**config.mk**
```make
export PLATFORM = sky130hd
export DESIGN_NAME = bgu_split
export DESIGN_NICKNAME = d
export VERILOG_FILES = /design/src/design/bgu_pkg.sv /design/src/design/bgu_split.sv
export SDC_FILE = /design/constraint.sdc
export NUM_CORES = 1
export LEC_CHECK = 0
export BUFFER_PORTS_ARGS = -buffer_cell sky130_fd_sc_hd__buf_2
export CAP_MARGIN = 20
export CORE_MARGIN = 2
export CORE_UTILIZATION = 47
export DETAILED_ROUTE_END_ITERATION = 8
export PLACE_DENSITY = 0.78
export SYNTH_ARGS = -nofsm -noshare
export SYNTH_HDL_FRONTEND = slang
export SYNTH_SLANG_ARGS = --single-unit
```
**constraint.sdc**
```tcl
create_clock -name vclk -period 1.9
set_input_delay 0.475 -clock vclk [all_inputs]
set_output_delay 0.475 -clock vclk [all_outputs]
set_load 0.01 [all_outputs]
```
**src/design/bgu_pkg.sv**
```systemverilog
// ----------------------------------------------------------------------------
// bgu_pkg: shared types and constants
// Field widths, blend widths, register codes and the divide-by-255 constant.
// ----------------------------------------------------------------------------
package bgu_pkg;

   localparam int MAX_NODES_PER_SIDE = 16;
   localparam int MAX_SIZE_LOG2      = 12;
   localparam int WEIGHT_BITS        = 8;
   localparam int STORE_DEPTH        = MAX_NODES_PER_SIDE * MAX_NODES_PER_SIDE;

   localparam int CHAN_W   = 8;
   localparam int COORD_W  = 12;
   localparam int CELLS_W  = 4;
   localparam int SHIFT_W  = 4;
   localparam int ADDR_W   = $clog2(STORE_DEPTH);
   localparam int P_W      = COORD_W + CELLS_W;
   localparam int STRIDE_W = CELLS_W + 1;
   localparam int ROW_W    = CELLS_W + STRIDE_W;
   localparam int HB_W     = CHAN_W + WEIGHT_BITS;
   localparam int VB_W     = CHAN_W + 2 * WEIGHT_BITS;
   localparam int OUT_W    = 16;
   localparam int Q_W      = OUT_W + 1;
   localparam int NUM_CH   = 3;
   localparam int NUM_CORNERS = 4;

   // floor(v / 255) == (v * RECIP_255) >> DIV_SHIFT for every v below 2^24
   localparam int RECIP_W   = 25;
   localparam int DIV_SHIFT = 32;
   localparam int DIVP_W    = VB_W + RECIP_W;
   localparam logic [RECIP_W-1:0] RECIP_255 = 25'd16843010;

   typedef logic [CHAN_W-1:0]      chan_type;
   typedef logic [COORD_W-1:0]     coord_type;
   typedef logic [CELLS_W-1:0]     cells_type;
   typedef logic [SHIFT_W-1:0]     shift_type;
   typedef logic [ADDR_W-1:0]      addr_type;
   typedef logic [P_W-1:0]         prod_type;
   typedef logic [WEIGHT_BITS-1:0] frac_type;
   typedef logic [HB_W-1:0]        hblend_type;
   typedef logic [VB_W-1:0]        vblend_type;
   typedef logic [OUT_W-1:0]       out_type;
   typedef logic [1:0]             csr_index_type;
   typedef logic [3:0]             csr_data_type;
   typedef logic [1:0]             ch_sel_type;

   typedef struct packed {
      chan_type red;
      chan_type green;
      chan_type blue;
   } node_type;

   typedef struct packed {
      cells_type cell_num;
      frac_type  frac;
   } split_type;

   localparam logic MODE_NODE  = 1'b0;
   localparam logic MODE_PIXEL = 1'b1;

   localparam csr_index_type CSR_CELLS_X   = 2'd0;
   localparam csr_index_type CSR_CELLS_Y   = 2'd1;
   localparam csr_index_type CSR_SIZE_LOG2 = 2'd2;

   localparam cells_type RESET_CELLS = 4'd9;
   localparam shift_type RESET_SHIFT = 4'd9;
   localparam cells_type MAX_CELLS   = cells_type'(MAX_NODES_PER_SIDE - 1);
   localparam shift_type MAX_SHIFT   = shift_type'(MAX_SIZE_LOG2);

   localparam ch_sel_type CH_RED   = 2'd0;
   localparam ch_sel_type CH_GREEN = 2'd1;
   localparam ch_sel_type CH_BLUE  = 2'd2;

   localparam int CORNER_00 = 0;
   localparam int CORNER_10 = 1;
   localparam int CORNER_01 = 2;
   localparam int CORNER_11 = 3;

endpackage

```
**src/design/bgu_split.sv**
```systemverilog
// ----------------------------------------------------------------------------
// bgu_split: coordinate split
// Turn a scaled coordinate into a cell number and a weight fraction.
// ----------------------------------------------------------------------------
module bgu_split (
   input  bgu_pkg::prod_type  prod,
   input  bgu_pkg::shift_type shift,
   output bgu_pkg::split_type part
);
   import bgu_pkg::*;

   prod_type                      mask;
   prod_type                      rem;
   prod_type                      cell_full;
   logic [P_W+WEIGHT_BITS-1:0]    frac_wide;

   always_comb begin
      mask          = ~({P_W{1'b1}} << shift);
      rem           = prod & mask;
      cell_full     = prod >> shift;
      frac_wide     = {rem, {WEIGHT_BITS{1'b0}}} >> shift;
      part.cell_num = cell_full[CELLS_W-1:0];
      part.frac     = frac_wide[WEIGHT_BITS-1:0];
   end
endmodule

```
# == Word-level counts from Yosys, hierarchy flattened ==
# Cells that the tools add are included.
# word_totals
regBits,0
in_bits,20
out_inout_bits,12
word_cells,5
# op_classes
n_shift,3
bitwise,2
# ops
operator,n
>> shifter 24 x 4 -> 8 bit,1
bitwise AND 16 bit,1
NOT 16 bit,1
"<< shifter 16 x 4 -> 16 bit, first input constant",1
>> shifter 16 x 4 -> 4 bit,1

# == Depth between registers and ports, before layout ==
# depth
depth_word,4
depth_mapped,6
mapped_depth_nobuf,3

# == Worst setup path before layout ==
# No wires, ideal clock.
# synth_timing
kind,input port to output port
start,input port shift[0]
end,output port part[7] (netlist bit)
t_arrival_ps,1571
required_ps,1425
path_slack_ps,-146
path_stages,3
path_buffers,1
path_cell_list,buf_6 -> mux4_2 -> mux4_2
# synth_rtl
element,line,source
from (decl),bgu_split.sv:7,"input bgu_pkg::shift_type shift,"
to (decl),bgu_split.sv:8,output bgu_pkg::split_type part

==> reports/results.ini <==
[status]
outcome = finished, violations left
violations = negative setup slack

[logic_synthesis]
synth.distinct_cells = 24
synth_top_area_cell = mux4_2
synth.most_common_cell = mux2i_1
yosysWarnings = 0
synth.avg_cell_area_um2 = 10.78
synth_area_um2 = 765.7
syn-num-nets = 91
synthTopCellsByArea = mux4_2 26%, mux2i_1 25%, mux4_1 14%
ys_seq_area_share_pct = 0
postSynthCellCount = 71
synthTopCellsByCount = 19 x mux2i_1, 9 x mux4_2, 4 x buf_2, 4 x mux4_1, 4 x nor2b_1
synth_top_area_share_pct = 26.47

[route]
vias_per_cell = 6.761
wl_um = 2915
drc = 0
wl_per_cell_um = 21.12
num_vias = 933
first_pass_iters = 4
drt_iter0_markers = 20
drtAntennaViolNets = 0

[worst_setup_path]
crit_path_end_kind = output port
path_max_fanout = 7
crit_path_start = shift[0]
cp.required_ns = 1.42
startpoint_type = primary input
path_class = primary input to output port
arrival_ns = 1.81

[grt]
antenna_found_initial = 0
use_met3_pct = 1.633
met1_usage_pct = 42.34
overflow = 0
grt_start_max_net_pins = 11
track_usage_pct = 29.66
use_met2_pct = 49.41
grt_pass1_vias = 859
grt_pass1_wl_um = 4271
top_usage_layer = met2

[placed_design]
placed_area_mm2 = 0.001067
gp_congestion = 0.8701
place_hpwl_um = 1810
pre_cts_ws_ns = -0.4239
io_buffers = 32

[timing]
tightestPinTransition_ns = 0.3112
layout_min_cycle_time_ns = 2.282
setup_tns_ns = -3.366
finalSetupViolations = 12
max_freq_mhz = 438.2
hold_viol = 0
final-max-slew-violation-count = 0
relSlewSlack_pct = 79.21
fin_ws_ns = -0.3821
rsz0062_at_grt = true
post-route-period-util_pct = 120.1

[min_path]
hold_depth = 3
hp-class = primary input to output port
timing.hold.worst.start = shift[2]
hold_end = part[5]

[power_and_ir_drop]
p_per_area_mw_per_mm2 = 297.4
ir_worst_vdd_mv = 0.1812
power.total_uw = 367.3
p_leak_nw = 0.5803

[cells_and_area]
nets = 144
multi_input_area_um2 = 763.2
nClkBuffers = 0
insertedDiodeCount = 0
drive_gt1_share_pct = 70.49
syn_to_final_growth_pct = 61.27
final_area_mm2 = 0.001235
nFillCells = 95
design.seq.count = 0
register_area_um2 = 0

[flow_run]
drv_cap = 0

[floorplanning]
die_h_um = 44.37
rows = 14
dieWidth_um = 44.37
start_util_pct = 50.25
die_area_mm2 = 0.001968
ios = 32
coreArea_mm2 = 0.001524

[cts]
holdBufCountCts = 0

[cell families (layout without fill, tap and decap cells)]
family | count (synthesis) | in the layout | share of synthesized area (%)
AOI/OAI and AO/OA | 12 | 12 | 11.11
buffers and inverters | 11 | 62 | 9.967
muxes | 34 | 34 | 67.97
and+or+nand+nor | 14 | 14 | 10.95
[critical path, stage by stage]
cell and delay, ns:
buf_12 0.11, buf_12 0.14, mux2i_2 0.28, mux2i_1 0.14
mux4_2 0.49, buf_2 0.16
[power breakdown]
group,internal [mW],total (mW),switching [mW]
combinational,0.200,0.367,0.167
clock,0,0,0
sequential,0,0,0
total,0.200,0.367,0.167
[cells in the final DEF (no fill, tap or decap), types with 2 or more instances in the layout]
cell and count:
buf_12 2, inv_1 3, o21ai_1 2, mux2i_2 6, mux2i_1 12, mux4_1 3
buf_4 23, o21ai_2 2, buf_6 4, nor2b_1 4, nand3b_1 3, mux4_2 10
buf_2 28, nand2_1 3
[per-layer routing]
metal  wire length (um)  share of wire, %  vias up
li1                   -                 -      401
met1               1138                39      464
met4                 76               2.6        0
met3                205               7.0       10
met5                  0                 0        -
met2               1494                51       58
[repair_timing]
item                                    in CTS  in global routing
setup buffers                                3                  3
gates resized for setup                     14                 11
endpoints found under the setup margin      12                 12
pin swaps                                    0                  4
hold endpoints to repair                     0                  0
cloned                                       1                  0
[layout make-up]
type | instances | share of cell area (%)
Timing Repair Buffer | 59 | 35.66
Multi-Input combinational cell | 60 | 61.80
Inverter | 3 | 0.9119
Tap cell | 16 | 1.621
[worst max-delay path by stage]
stage / end / slack (ns) / depth (start not counted)
2_1_floorplan: part[7] / -0.13 / 3
3_3_place_gp: part[7] / -0.37 / 4
3_5_place_dp: part[7] / -0.42 / 6
4_1_cts: part[7] / -0.27 / 4
5_1_grt: part[7] / -0.39 / 6
6_report: part[7] / -0.38 / 6
[stage by stage]
stage / hold slack, ns / utilization, % / cells
floorplan: 1.252 / - / 71
global placement: 1.360 / 70.03 / 131
detailed placement: 1.369 / 70.03 / 131
CTS: 1.369 / 76.68 / 135
global route: 1.411 / 81.03 / 138
finish: 1.388 / 81.03 / 138
(Power assumes the default switching activity.)
